`src/design/hrp_pkg.sv`:
```
// Shared types and constants for the HTTP response header parser.
package hrp_pkg;

  localparam int DataW   = 8;
  localparam int HdrCntW = 16;
  localparam int LenW    = 24;
  localparam int StatusW = 31;
  localparam int KindW   = 2;
  localparam int ErrW    = 4;
  localparam int CfgIdxW = 2;

  localparam logic [HdrCntW-1:0] MAX_HEADER_RESET = 16'd32768;
  localparam logic [LenW-1:0]    MAX_BODY_RESET   = 24'd10485760;

  // Configuration register indexes.
  localparam logic [CfgIdxW-1:0] CFG_MAX_HEADER = 2'd0;
  localparam logic [CfgIdxW-1:0] CFG_MAX_BODY   = 2'd1;

  // Result kinds.
  localparam logic [KindW-1:0] KIND_BODY  = 2'd0;
  localparam logic [KindW-1:0] KIND_EMPTY = 2'd1;
  localparam logic [KindW-1:0] KIND_ERROR = 2'd2;

  // Error codes.
  localparam logic [ErrW-1:0] ERR_NONE       = 4'd0;
  localparam logic [ErrW-1:0] ERR_HDR_BIG    = 4'd1;
  localparam logic [ErrW-1:0] ERR_NO_SPACE   = 4'd2;
  localparam logic [ErrW-1:0] ERR_BAD_STATUS = 4'd3;
  localparam logic [ErrW-1:0] ERR_NO_COLON   = 4'd4;
  localparam logic [ErrW-1:0] ERR_EMPTY_KEY  = 4'd5;
  localparam logic [ErrW-1:0] ERR_BAD_LEN    = 4'd6;
  localparam logic [ErrW-1:0] ERR_LEN_BIG    = 4'd7;
  localparam logic [ErrW-1:0] ERR_CLOSED     = 4'd8;

  // One result beat.
  typedef struct packed {
    logic [KindW-1:0]   kind;
    logic [DataW-1:0]   body;
    logic               last;
    logic [StatusW-1:0] status;
    logic [LenW-1:0]    clen;
    logic [ErrW-1:0]    err;
  } result_t;

endpackage

```
`src/design/http_response_header_parser.sv`:
```
// Each result beat is registered on the output register, or in the skid entry while the output stalls.
// Throughput: one byte per cycle while the skid entry is empty; the byte engine and output register are single-pass.
// A skid entry behind the output register takes one more beat while the output stalls.
// Reset (synchronous, active high) returns to the status line and loads register defaults.
// After completion or failure the block produces nothing further until reset.
module http_response_header_parser (
  input  logic                         clk,
  input  logic                         rst,
  input  logic                         in_valid,
  output logic                         in_stall,
  input  logic [hrp_pkg::DataW-1:0]    data_byte,
  input  logic                         peer_closed,
  output logic                         out_valid,
  input  logic                         out_stall,
  output logic [hrp_pkg::KindW-1:0]    result_kind,
  output logic [hrp_pkg::DataW-1:0]    body_byte,
  output logic                         last,
  output logic [hrp_pkg::StatusW-1:0]  status_code,
  output logic [hrp_pkg::LenW-1:0]     content_length,
  output logic [hrp_pkg::ErrW-1:0]     error_code,
  input  logic                         cfg_we,
  input  logic [hrp_pkg::CfgIdxW-1:0]  cfg_index,
  input  logic [hrp_pkg::LenW-1:0]     cfg_data
);
  import hrp_pkg::*;

  logic [HdrCntW-1:0] max_header;
  logic [LenW-1:0]    max_body;
  logic               in_fire;
  logic               res_valid;
  result_t            res;
  result_t            out_q, skid_q;
  logic               skid_valid;

  // Configuration registers.
  always_ff @(posedge clk) begin
    if (rst) begin
      max_header <= MAX_HEADER_RESET;
      max_body   <= MAX_BODY_RESET;
    end else if (cfg_we) begin
      unique case (cfg_index)
        CFG_MAX_HEADER: max_header <= cfg_data[HdrCntW-1:0];
        CFG_MAX_BODY:   max_body   <= cfg_data;
        default: ;
      endcase
    end
  end

  assign in_stall = skid_valid;
  assign in_fire  = in_valid && !skid_valid;

  hrp_core u_core (
    .clk         (clk),
    .rst         (rst),
    .in_fire     (in_fire),
    .data_byte   (data_byte),
    .peer_closed (peer_closed),
    .max_header  (max_header),
    .max_body    (max_body),
    .res_valid   (res_valid),
    .res         (res)
  );

  // Output register with a skid entry behind it.
  always_ff @(posedge clk) begin
    if (rst) begin
      out_valid  <= 1'b0;
      skid_valid <= 1'b0;
    end else if (!out_valid || !out_stall) begin
      if (skid_valid) begin
        out_valid  <= 1'b1;
        skid_valid <= 1'b0;
      end else begin
        out_valid <= res_valid;
      end
    end else if (res_valid) begin
      skid_valid <= 1'b1;
    end
  end

  always_ff @(posedge clk) begin
    if (!out_valid || !out_stall) begin
      out_q <= skid_valid ? skid_q : res;
    end else if (res_valid) begin
      skid_q <= res;
    end
  end

  assign result_kind    = out_q.kind;
  assign body_byte      = out_q.body;
  assign last           = out_q.last;
  assign status_code    = out_q.status;
  assign content_length = out_q.clen;
  assign error_code     = out_q.err;

  // The skid entry fills only behind a held output beat.
  a_skid_behind_out: assert property (@(posedge clk) disable iff (rst)
    skid_valid |-> out_valid)
    else $error("skid entry without output beat");

  // A skid beat moves to the output when the output drains.
  a_skid_drain: assert property (@(posedge clk) disable iff (rst)
    skid_valid && !out_stall |=> out_valid && !skid_valid)
    else $error("skid entry not drained");

  // No input is taken while the skid entry is full.
  a_no_overrun: assert property (@(posedge clk) disable iff (rst)
    skid_valid && out_stall |=> skid_valid && $stable(skid_q))
    else $error("skid entry overwritten");

endmodule

```
`src/design/hrp_core.sv`:
```
// Byte-wide parse engine: status line, header lines, terminator and body count.
module hrp_core (
  input  logic                        clk,
  input  logic                        rst,
  input  logic                        in_fire,
  input  logic [hrp_pkg::DataW-1:0]   data_byte,
  input  logic                        peer_closed,
  input  logic [hrp_pkg::HdrCntW-1:0] max_header,
  input  logic [hrp_pkg::LenW-1:0]    max_body,
  output logic                        res_valid,
  output hrp_pkg::result_t            res
);
  import hrp_pkg::*;

  typedef enum logic [2:0] {
    PH_STATUS, PH_HEADERS, PH_BODY, PH_DONE, PH_FAILED
  } phase_t;

  // Line positions within a header line.
  localparam logic [2:0] LP_START      = 3'd0;
  localparam logic [2:0] LP_KEY        = 3'd1;
  localparam logic [2:0] LP_KEY_TRAIL  = 3'd2;
  localparam logic [2:0] LP_VAL_LEAD   = 3'd3;
  localparam logic [2:0] LP_VAL_DIGITS = 3'd4;
  localparam logic [2:0] LP_VAL_TRAIL  = 3'd5;
  localparam logic [2:0] LP_SKIP       = 3'd6;

  localparam logic [3:0] KEY_LEN  = 4'd14;
  localparam logic [3:0] KEY_MISS = 4'd15;

  localparam logic [7:0] CH_CR    = 8'h0D;
  localparam logic [7:0] CH_LF    = 8'h0A;
  localparam logic [7:0] CH_SP    = 8'h20;
  localparam logic [7:0] CH_COLON = 8'h3A;

  typedef struct packed {
    logic [StatusW-1:0] status_acc;
    logic               status_ovf;
    logic [1:0]         field_pos;
    logic [2:0]         line_pos;
    logic [3:0]         key_idx;
    logic               key_nonempty;
    logic               len_found;
    logic [LenW-1:0]    len_acc;
    logic               len_invalid;
    logic               len_big;
    logic [ErrW-1:0]    err;
  } ctx_t;

  function automatic logic [7:0] key_char(input logic [3:0] i);
    logic [7:0] c;
    case (i)
      4'd0:  c = "c";
      4'd1:  c = "o";
      4'd2:  c = "n";
      4'd3:  c = "t";
      4'd4:  c = "e";
      4'd5:  c = "n";
      4'd6:  c = "t";
      4'd7:  c = "-";
      4'd8:  c = "l";
      4'd9:  c = "e";
      4'd10: c = "n";
      4'd11: c = "g";
      4'd12: c = "t";
      4'd13: c = "h";
      default: c = 8'h00;
    endcase
    return c;
  endfunction

  function automatic logic is_ws(input logic [7:0] c);
    return (c == CH_SP) || (c >= 8'd9 && c <= 8'd13);
  endfunction

  function automatic logic is_digit(input logic [7:0] c);
    return (c >= "0") && (c <= "9");
  endfunction

  function automatic logic [7:0] to_lower(input logic [7:0] c);
    return (c >= "A" && c <= "Z") ? c + 8'd32 : c;
  endfunction

  function automatic ctx_t latch_err(input ctx_t s, input logic [ErrW-1:0] e);
    ctx_t t;
    t = s;
    if (t.err == ERR_NONE) t.err = e;
    return t;
  endfunction

  // One character of the status line or of a header line.
  function automatic ctx_t feed(input ctx_t s, input logic in_status, input logic [7:0] c);
    ctx_t t;
    logic [StatusW+3:0] sv;
    logic [LenW+3:0]    lv;
    logic [3:0]         d;
    t  = s;
    d  = c[3:0] - 4'd0;
    sv = ({4'd0, s.status_acc} << 3) + ({4'd0, s.status_acc} << 1) + {{(StatusW){1'b0}}, d};
    lv = ({4'd0, s.len_acc} << 3) + ({4'd0, s.len_acc} << 1) + {{(LenW){1'b0}}, d};
    if (in_status) begin
      if (s.field_pos == 2'd0) begin
        if (c == CH_SP) t.field_pos = 2'd1;
      end else if (s.field_pos != 2'd3) begin
        if (c == CH_SP) begin
          if (s.field_pos == 2'd1) t = latch_err(t, ERR_BAD_STATUS);
          t.field_pos = 2'd3;
        end else if (is_digit(c)) begin
          if (!s.status_ovf) begin
            if (sv > {4'd0, {StatusW{1'b1}}}) begin
              t.status_ovf = 1'b1;
              t = latch_err(t, ERR_BAD_STATUS);
            end else begin
              t.status_acc = sv[StatusW-1:0];
            end
          end
          t.field_pos = 2'd2;
        end else begin
          t = latch_err(t, ERR_BAD_STATUS);
          t.field_pos = 2'd2;
        end
      end
    end else begin
      case (s.line_pos)
        LP_START, LP_KEY, LP_KEY_TRAIL: begin
          if (c == CH_COLON) begin
            if (!s.key_nonempty) begin
              t = latch_err(t, ERR_EMPTY_KEY);
              t.line_pos = LP_SKIP;
            end else if (s.key_idx == KEY_LEN && !s.len_found) begin
              t.len_found = 1'b1;
              t.line_pos  = LP_VAL_LEAD;
            end else begin
              t.line_pos = LP_SKIP;
            end
          end else if (is_ws(c)) begin
            t.line_pos = s.key_nonempty ? LP_KEY_TRAIL : LP_KEY;
          end else begin
            if (s.line_pos == LP_KEY_TRAIL) t.key_idx = KEY_MISS;
            else if (s.key_idx < KEY_LEN && to_lower(c) == key_char(s.key_idx))
              t.key_idx = s.key_idx + 4'd1;
            else t.key_idx = KEY_MISS;
            t.key_nonempty = 1'b1;
            t.line_pos     = LP_KEY;
          end
        end
        LP_VAL_LEAD, LP_VAL_DIGITS: begin
          if (is_digit(c)) begin
            if (!s.len_big) begin
              if (lv > {4'd0, {LenW{1'b1}}}) begin
                t.len_big = 1'b1;
                t.len_acc = {LenW{1'b1}};
              end else begin
                t.len_acc = lv[LenW-1:0];
              end
            end
            t.line_pos = LP_VAL_DIGITS;
          end else if (is_ws(c)) begin
            t.line_pos = (s.line_pos == LP_VAL_LEAD) ? LP_VAL_LEAD : LP_VAL_TRAIL;
          end else begin
            t.len_invalid = 1'b1;
            t.line_pos    = LP_SKIP;
          end
        end
        LP_VAL_TRAIL: begin
          if (!is_ws(c)) begin
            t.len_invalid = 1'b1;
            t.line_pos    = LP_SKIP;
          end
        end
        default: ;
      endcase
    end
    return t;
  endfunction

  // Close the current line.
  function automatic ctx_t end_line(input ctx_t s, input logic in_status);
    ctx_t t;
    t = s;
    if (in_status) begin
      if (s.field_pos == 2'd0) t = latch_err(t, ERR_NO_SPACE);
      else if (s.field_pos == 2'd1) t = latch_err(t, ERR_BAD_STATUS);
    end else begin
      if (s.line_pos == LP_KEY || s.line_pos == LP_KEY_TRAIL) t = latch_err(t, ERR_NO_COLON);
      else if (s.line_pos == LP_VAL_LEAD) t.len_invalid = 1'b1;
    end
    t.line_pos     = LP_START;
    t.key_idx      = 4'd0;
    t.key_nonempty = 1'b0;
    return t;
  endfunction

  phase_t              phase, phase_next;
  ctx_t                ctx, ctx_next;
  logic [1:0]          prog, prog_next;
  logic [HdrCntW-1:0]  hdr_cnt, hdr_cnt_next;
  logic [LenW-1:0]     remaining, remaining_next;
  logic                emit;
  logic [KindW-1:0]    emit_kind;
  logic [ErrW-1:0]     emit_err;
  logic                emit_last;

  // Next-state and result for the accepted byte.
  always_comb begin
    ctx_t            t;
    logic            in_status;
    logic [ErrW-1:0] e;
    phase_next     = phase;
    ctx_next       = ctx;
    prog_next      = prog;
    hdr_cnt_next   = hdr_cnt;
    remaining_next = remaining;
    emit           = 1'b0;
    emit_kind      = KIND_BODY;
    emit_err       = ERR_NONE;
    emit_last      = 1'b0;
    in_status      = (phase == PH_STATUS);
    t              = ctx;
    e              = ERR_NONE;
    if (in_fire && phase != PH_DONE && phase != PH_FAILED) begin
      if (peer_closed) begin
        phase_next = PH_FAILED;
        emit       = 1'b1;
        emit_kind  = KIND_ERROR;
        emit_err   = ERR_CLOSED;
      end else if (phase == PH_BODY) begin
        remaining_next = remaining - 1'b1;
        emit           = 1'b1;
        emit_last      = (remaining_next == '0);
        if (emit_last) phase_next = PH_DONE;
      end else if (prog == 2'd3 && data_byte == CH_LF) begin
        // Header terminator complete.
        prog_next = 2'd0;
        e         = ctx.err;
        t         = end_line(ctx, in_status);
        if (e == ERR_NONE) e = t.err;
        if (e == ERR_NONE && t.len_found) begin
          if (t.len_invalid) e = ERR_BAD_LEN;
          else if (t.len_big || t.len_acc > max_body) e = ERR_LEN_BIG;
        end
        ctx_next = t;
        if (e != ERR_NONE) begin
          phase_next = PH_FAILED;
          emit       = 1'b1;
          emit_kind  = KIND_ERROR;
          emit_err   = e;
        end else if (t.len_acc == '0) begin
          phase_next = PH_DONE;
          emit       = 1'b1;
          emit_kind  = KIND_EMPTY;
        end else begin
          remaining_next = t.len_acc;
          phase_next     = PH_BODY;
        end
      end else begin
        if (prog[0] && data_byte == CH_LF) begin
          t          = end_line(ctx, in_status);
          phase_next = PH_HEADERS;
          prog_next  = 2'd2;
        end else begin
          // A held-back CR that is not followed by LF is a plain character.
          if (prog[0]) t = feed(t, in_status, CH_CR);
          if (data_byte == CH_CR) begin
            prog_next = (prog == 2'd2) ? 2'd3 : 2'd1;
          end else begin
            t         = feed(t, in_status, data_byte);
            prog_next = 2'd0;
          end
        end
        ctx_next = t;
        if (hdr_cnt >= max_header) begin
          phase_next = PH_FAILED;
          emit       = 1'b1;
          emit_kind  = KIND_ERROR;
          emit_err   = ERR_HDR_BIG;
        end else begin
          hdr_cnt_next = hdr_cnt + 1'b1;
        end
      end
    end
  end

  // Result fields follow the updated context.
  always_comb begin
    logic ok;
    ok         = (emit_kind != KIND_ERROR);
    res_valid  = emit;
    res.kind   = emit_kind;
    res.body   = (emit_kind == KIND_BODY) ? data_byte : '0;
    res.last   = emit_last;
    res.status = ok ? ctx_next.status_acc : '0;
    res.clen   = ok ? ctx_next.len_acc : '0;
    res.err    = emit_err;
  end

  // Parser state.
  always_ff @(posedge clk) begin
    if (rst) begin
      phase     <= PH_STATUS;
      ctx       <= '0;
      prog      <= 2'd0;
      hdr_cnt   <= '0;
      remaining <= '0;
    end else begin
      phase     <= phase_next;
      ctx       <= ctx_next;
      prog      <= prog_next;
      hdr_cnt   <= hdr_cnt_next;
      remaining <= remaining_next;
    end
  end

  // Any result that ends the response leaves the engine quiet afterwards.
  a_quiet_after_end: assert property (@(posedge clk) disable iff (rst)
    res_valid && (res.kind != KIND_BODY || res.last) |=> !res_valid)
    else $error("result after end of response");

  // Errors carry a code and successes do not.
  a_err_code: assert property (@(posedge clk) disable iff (rst)
    res_valid |-> ((res.kind == KIND_ERROR) == (res.err != ERR_NONE)))
    else $error("error code does not match result kind");

  // Body bytes count down only inside the body phase.
  a_body_count: assert property (@(posedge clk) disable iff (rst)
    phase == PH_BODY |-> remaining != '0)
    else $error("body phase with nothing remaining");

endmodule

```
`config.mk`:
```
export PLATFORM = sky130hd
export DESIGN_NAME = http_response_header_parser
export DESIGN_NICKNAME = d
export VERILOG_FILES = /design/src/design/hrp_pkg.sv /design/src/design/http_response_header_parser.sv /design/src/design/hrp_core.sv
export SDC_FILE = /design/constraint.sdc
export NUM_CORES = 1
export LEC_CHECK = 0
export ABC_AREA = 1
export CORE_ASPECT_RATIO = 1.4
export CORE_MARGIN = 10
export CORE_UTILIZATION = 40
export DETAILED_ROUTE_END_ITERATION = 8
export DONT_BUFFER_PORTS = 1
export GPL_TIMING_DRIVEN = 0
export PLACE_DENSITY = 0.62
export SYNTH_ARGS = -nofsm -noshare
export SYNTH_HDL_FRONTEND = slang
export SYNTH_SLANG_ARGS = --single-unit
```
`constraint.sdc`:
```
create_clock -name clk -period 7.87 [get_ports clk]
set_clock_uncertainty 0.05 [all_clocks]
set_input_delay 0.787 -clock clk [delete_from_list [all_inputs] [get_ports clk]]
set_output_delay 0.787 -clock clk [all_outputs]
set_load 0.03 [all_outputs]
```
==> flow_summary.ini, run 1 <==
[run_status]
status = complete, no violations

[drt]
dr.pass1.iters = 6
ant_nets = 0
wl_per_cell_um = 17.9
vias_per_cell = 5.20
drt_iter0_drc = 957
wl_um = 57700
drc = 0
dr_total_vias = 16800

[layout]
nets = 2785
area_delta_synth_final_pct = 10.9
drive_gt1_share_pct = 5.34
stdcell_count = 3228
antennaDiodeCount = 0

[clock_network]
cts_setup_buffers = 0
root_buffer = clkbuf_16
cts_buffers = 34
clock_path_buffers = 3
htree_num_levels = 2
insertion_delay_ns = 0.56
cts_sinks = 300
cts_tree = yes
cts.reportedPaths.clkPinSlew_ns = 0.07
cts_resized = 0
hold_buffers = 0

[yosys]
yosys.area.top_type = edfxtp_1
yosysWarningCount = 0
netlist-cell-type-count = 55
avgSynthCellArea_um2 = 7.50
synth_area_leaders = edfxtp_1 (22%), dfxtp_1 (17%), nand2_1 (12%)
synth_seq_cells = 300
synth_top_area_share_pct = 22.1
syn_inst = 2539
synth-edff-count = 140
syn-cell-area_um2 = 19100
synthArstFlopShare_pct = 0
syn_nets = 2746
synth_seq_area_share_pct = 38.9
synthFlopType = dfxtp_1

[floorplanning]
num_rows = 94
die_w_um = 204
die_h_um = 278
start_util_pct = 40.5
coreArea_um2 = 47000
die-area_um2 = 56900
io_pins = 112

[timing]
slew_viol_final = 0
setup_ws_ns = 3.75
fin_crit_sh_pct = 52.4
period_minus_slack_ns = 4.12
setup_viol = 0
fmax_ghz = 0.243
worstMarginPinSlew_ns = 0.822
finalHoldViolCount = 0
rsz0062_at_grt = no
maxSlewHeadroom_pct = 45.2

[critical_path]
crit_arrival_ns = 4.35
crit_path_end_kind = flip-flop
critPathKind = flip-flop to flip-flop
worstPathMaxFanout = 10
startpoint_type = flip-flop
cp.required_ns = 8.10

[pwr]
leakagePower_nw = 10.1
p_per_area_nw_per_um2 = 174
irDropWorstVdd_v = 0.000156

[global_route]
grt_pass1_wl_um = 89700
grt_pass1_vias = 16700
grt_usage_pct = 19.9
grt_max_degree = 53
antenna_found_initial = 0
overflow = 0

[job]
cap_violations = 0

[place]
port_buffers = 0
place_hpwl_um = 45700
placed_cells = 3166
gp_congestion = 0.963
dp_slack_ns = 3.18

[hold_path]
hold_path_class = input port to flip-flop
[per-stage QoR]
| stage | total power [mW] | hold slack [ns] | util [%] | TNS [ns] | cell area [µm²] |
|---|---|---|---|---|---|
| 3_5_place_dp | 1.97 | 0.407 | 42.3 | 0 | 19900 |
| 5_1_grt | 3.79 | 0.326 | 44.9 | 0 | 21100 |
| 4_1_cts | 3.71 | 0.291 | 44.9 | 0 | 21100 |
| 2_1_floorplan | 1.90 | 0.385 | - | 0 | 19100 |
| 6_report | 3.67 | 0.321 | 44.9 | 0 | 21100 |
| 3_3_place_gp | 1.97 | 0.405 | 42.2 | -82.81 | 19800 |
[sequential cells by signal (all words and copies together), names as in the netlist, 3 cells and up, named ones only]
register and count:
body_byte 8, max_header 16, skid_q 70, u_core.remaining 24
u_core.hdr_cnt 16, max_body 24, u_core.ctx 67, content_length 24
error_code 4, status_code 31, u_core.phase 3
[cell usage after synthesis (5+ instances only)]
| cell type | number |
|---|---|
| a21oi_1 | 174 |
| inv_2 | 8 |
| a31oi_1 | 13 |
| xnor2_1 | 22 |
| nor3_1 | 33 |
| o31ai_1 | 5 |
| buf_2 | 8 |
| inv_1 | 357 |
| o21ai_0 | 134 |
| ha_1 | 163 |
| nor2_1 | 275 |
| edfxtp_1 | 140 |
| nand2_1 | 608 |
| o21ai_1 | 52 |
| a211oi_1 | 9 |
| o211ai_1 | 14 |
| dfxtp_1 | 160 |
| nand4_1 | 56 |
| nand3b_1 | 7 |
| nand2_2 | 18 |
| nand3_1 | 87 |
| xor2_1 | 51 |
| nor4_1 | 11 |
| o21bai_1 | 7 |
| buf_4 | 8 |
| nor2_2 | 6 |
| a21o_1 | 6 |
| clkbuf_1 | 50 |
[cells by family after synthesis]
family,Yosys count,share of synthesized area [%]
compound gates,432,12.3
xor+xnor,73,3.36
fa+ha+maj,167,11.1
buf+inv,442,9.18
flops,300,38.9
simple gates,1125,25.2
[power by group]
part	internal [mW]	switching, mW	leakage, nW
combinational	0.0599	0.149	6.75
clock	1.05	0.689	0.596
sequential	1.67	0.0612	2.78
[cell type report]
cell class,instances,area [µm²]
Fill cell,4801,25900
Clock buffer,46,1020
Inverter,371,1400
Buffer,71,348
Clock inverter,16,193
Timing Repair Buffer,3,67.6
Tap cell,624,781
Multi-Input combinational cell,1797,9910
Sequential cell,300,7410
[cell usage in the layout, fill, tap and decap left out, types with 22 or more instances in the layout]
cell type	n
clkbuf_1	54
ha_1	163
nor3_1	33
edfxtp_1	140
xnor2_1	22
dfxtp_1	160
inv_1	357
nand2_1	607
clkbuf_16	38
a21oi_1	174
o21ai_1	52
xor2_1	51
nand3_1	87
o21ai_0	134
nor2_1	274
nand4_1	56
[metal layers]
metal | routed length, µm | part of all wire (%) | vias to the layer above | GRT usage, %
met5 | 0 | 0 | - | 0
met1 | 22100 | 38 | 7830 | 21.1
met4 | 2300 | 4.0 | 0 | 8.41
li1 | - | - | 8424 | -
met2 | 30700 | 53 | 413 | 37.8
met3 | 2620 | 4.5 | 124 | 3.21
[final timing paths]
kind / end / cells past startpoint / startpoint / slack [ns]
setup / recovery: status_code[15] / 22 / u_core.ctx[42] / 3.75
hold / removal: max_header[15] / 2 / cfg_data[15] / 0.32
setup reg to reg: status_code[15] / 22 / u_core.ctx[42] / 3.75
hold reg to reg: max_header[12] / 2 / max_header[12] / 0.41
[worst max-delay path, cell delays in order, from the launching register on]
cell and delay (ns):
dfxtp_1 0.34, inv_1 0.08, fa_1 0.51, fa_1 0.47
inv_1 0.13, nand2_1 0.07, nand3_1 0.16, nand2_1 0.08
nand2_1 0.13, nand2_1 0.07, nand2_1 0.21, nand2_1 0.10
nand2_1 0.08, nor2_1 0.04, nand2_1 0.12, inv_1 0.07
nand2_2 0.21, inv_4 0.11, buf_4 0.19, o21ai_0 0.37
inv_1 0.11, nand2_2 0.10, o21ai_1 0.06
Note: power is estimated with default switching activity, not from simulation.
==> run 2, diff against run 1 <==
--- a/config.mk
+++ b/config.mk
@@ -5,14 +5,14 @@
 export SDC_FILE = /design/constraint.sdc
 export NUM_CORES = 1
 export LEC_CHECK = 0
-export ABC_AREA = 1
+export ABC_AREA = 0
 export CORE_ASPECT_RATIO = 1.4
 export CORE_MARGIN = 10
 export CORE_UTILIZATION = 40
 export DETAILED_ROUTE_END_ITERATION = 8
 export DONT_BUFFER_PORTS = 1
 export GPL_TIMING_DRIVEN = 0
-export PLACE_DENSITY = 0.62
+export PLACE_DENSITY = 0.64
 export SYNTH_ARGS = -nofsm -noshare
 export SYNTH_HDL_FRONTEND = slang
 export SYNTH_SLANG_ARGS = --single-unit
==> constraint.sdc (replaced) <==
create_clock -name clk -period 3.7 [get_ports clk]
set_clock_uncertainty 0.05 [all_clocks]
set_input_delay 0.37 -clock clk [delete_from_list [all_inputs] [get_ports clk]]
set_output_delay 0.37 -clock clk [all_outputs]
set_load 0.03 [all_outputs]
==> run 2 against run 1 <==
Synthesized cell count down 21%. Non-clock buffer count up 124. Largest cell class unchanged. Via count down 6.0%. Final cell count down 16%. Critical path type unchanged. Worst setup slack worse by 4.0 ns. The run now ends with negative setup slack left. Critical path depth down 7. Flip-flop and latch count unchanged.
==> flow_summary.ini, run 2 <==
[drt]
drt_iter0_drc = 965
dr_total_vias = 15800
vias_per_cell = 5.82
dr.pass1.iters = 5
ant_nets = 0
wl_um = 56200
drc = 0
wl_per_cell_um = 20.7

[critical_path]
crit_slowest_cell = fa_2
crit_arrival_ns = 4.25
cp_common_cell = inv_2
critPathKind = flip-flop to flip-flop
r2r_start = u_core.ctx[44]
rr_worst_depth = 15
cp.required_ns = 3.97
r2r_slack_ns = -0.28
path_cells = inv_2 > fa_2 > inv_2 > ha_4 > a211oi_4 > o211ai_1 > a21oi_2 > nor4_4 > or4b_4 > nand2_1 > and4_4 > buf_12 > clkbuf_16 > mux2i_4 > o21ai_1
slowest_delay_ns = 0.59
worstReg2RegEnd = status_code[12]
crit_path_end_kind = flip-flop
worstPathMaxFanout = 7
startpoint_type = flip-flop

[yosys]
syn_inst = 2005
avgSynthCellArea_um2 = 8.94
synth_top_area_share_pct = 23.4
synthArstFlopShare_pct = 0
synth-edff-count = 140
syn-cell-area_um2 = 17900
yosysWarningCount = 0
synthFlopType = dfxtp_1
netlist-cell-type-count = 84
synth_most_common_cell = nand2_1
synth_area_leaders = edfxtp_1 (23%), dfxtp_1 (18%), ha_1 (11%)
ys_top_cells_by_count = nand2_1 (233), nor2_1 (224), ha_1 (163)
yosys.area.top_type = edfxtp_1
syn_nets = 2212
synth_seq_cells = 300
synth_seq_area_share_pct = 41.3

[clock_network]
cts_tree = yes
clock_path_buffers = 3
insertion_delay_ns = 0.59
cts.reportedPaths.clkPinSlew_ns = 0.07
htree_num_levels = 1
cts_sinks = 300
cts_buffers = 30
root_buffer = clkbuf_16

[place]
dp_slack_ns = -0.980
gp_congestion = 0.945
place_hpwl_um = 40700
port_buffers = 0

[floorplanning]
start_util_pct = 40.6
num_rows = 91
coreArea_um2 = 44200
die_h_um = 271
die_w_um = 199
io_pins = 112
die-area_um2 = 53800

[pwr]
irDropWorstVdd_v = 0.000361
p_per_area_nw_per_um2 = 329
leakagePower_nw = 8.78

[layout]
largest_reg_flops = 70
multiInputGateArea_um2 = 11200
drive_gt1_share_pct = 18.1
layout_common_cells = nand2_1 (231), nor2_1 (211), a21oi_1 (142), ha_1 (142), edfxtp_1 (140)
top_register = skid_q
antennaDiodeCount = 0
nets = 2336
layout_commonest_cell = nand2_1
area_delta_synth_final_pct = 24.9
seq_area_um2 = 7490
n_fill_cell = 3967
fin_util_pct = 50.7

[timing]
finalHoldViolCount = 0
fmax_ghz = 0.251
setup_viol = 95
setup_ws_ns = -0.279
period_minus_slack_ns = 3.98
fin_hold_ws_ns = 0.0373
fin_crit_sh_pct = 108
rsz0062_at_grt = yes
slew_viol_final = 0
worstMarginPinSlew_ns = 1.04
fin_tns_setup_ns = -17.39
maxSlewHeadroom_pct = 29.9

[run_status]
violations = negative setup slack
status = finished with violations

[global_route]
grt_pass1_wl_um = 85100
grt_usage_pct = 19.8
grt_max_degree = 68
overflow = 0
antenna_found_initial = 0
grt_pass1_vias = 15600

[job]
cap_violations = 0

[hold_path]
hold_start = cfg_index[0]
min_path_cells = 3
hold_end = max_header[9]
hold_path_class = input port to flip-flop
## run 2: cell count changes after synthesis, moves of 21 or more
| cell | previous run | this run |
|---|---|---|
| inv_1 | 357 | 81 |
| clkbuf_1 | 50 | 82 |
| nor2b_1 | 0 | 21 |
| nand4_1 | 56 | 32 |
| mux2i_1 | 0 | 33 |
| nand3_1 | 87 | 46 |
| a21o_1 | 6 | 28 |
| nand2_1 | 608 | 233 |
| o21ai_1 | 52 | 5 |
| nor2_1 | 275 | 224 |
| a21oi_1 | 174 | 152 |
| o22ai_1 | 2 | 35 |
## run 2: how the worst max path moves through the flow
stage                   startpoint                  to
floorplan             max_body[19]           skid_q[0]
global placement         out_valid          skid_q[53]
detailed placement   u_core.ctx[8]  content_length[14]
CTS                 u_core.ctx[42]     status_code[23]
global route        u_core.ctx[59]     status_code[12]
finish              u_core.ctx[44]     status_code[12]
## run 2: per-stage QoR
| stage | power [mW] | cell area [µm²] | std cells |
|---|---|---|---|
| after floorplan | 3.97 | 18200 | 2005 |
| after global placement | 4.10 | 18900 | 2563 |
| after detailed placement | 4.10 | 18900 | 2567 |
| after CTS | 7.39 | 21600 | 2673 |
| after global routing | 7.59 | 22400 | 2711 |
| final | 7.36 | 22400 | 2711 |
## run 2: power breakdown
part,switching [mW],internal (mW)
Clock,1.41,1.86
Sequential,0.125,3.52
Combinational,0.293,0.151
## run 2: cell families after synthesis
group,Yosys count,share of synthesized area [%]
multiplexers,39,2.22
AND/OR/NAND/NOR,741,19.4
XOR/XNOR,71,3.47
adder cells (fa/ha/maj),167,11.8
flip-flops,300,41.3
AO/OA/AOI/OAI,498,17.5
buffers and inverters,189,4.29
## run 2: critical path, delay by kind of cell (launching register included)
family / cells / cell delay (ns)
AO/OA/AOI/OAI: 4 / 0.93
adder cells (fa/ha/maj): 2 / 0.81
buffers and inverters: 4 / 0.45
flip-flops: 1 / 0.36
multiplexers: 1 / 0.26
AND/OR/NAND/NOR: 4 / 0.86
## run 2: metal layers
layer / GRT usage [%] / vias to the layer above / routed length (µm)
met5: 0 / - / 0
met4: 8.11 / 0 / 2260
met3: 2.94 / 140 / 2900
met2: 35.8 / 498 / 28600
met1: 22.5 / 7601 / 22500
li1: - / 7539 / -
## run 2: layout make-up
type,instances,area share (%)
inverters,83,1.39
clock inverters,22,1.10
repair buffers,105,4.96
multi-input cells,1516,50.1
flip-flops and latches,300,33.4
well taps,558,3.12
plain buffers,93,2.31
clock buffers,34,3.60
## run 2: repair_timing
action                                  in CTS  in global routing
endpoints found under the hold margin       44                  0
pin swaps                                   60                 78
endpoints found under the setup margin     266                233
gates resized for setup                    230                105
hold buffers                                27                  0
cloned                                       3                  7
setup buffers                               32                 39
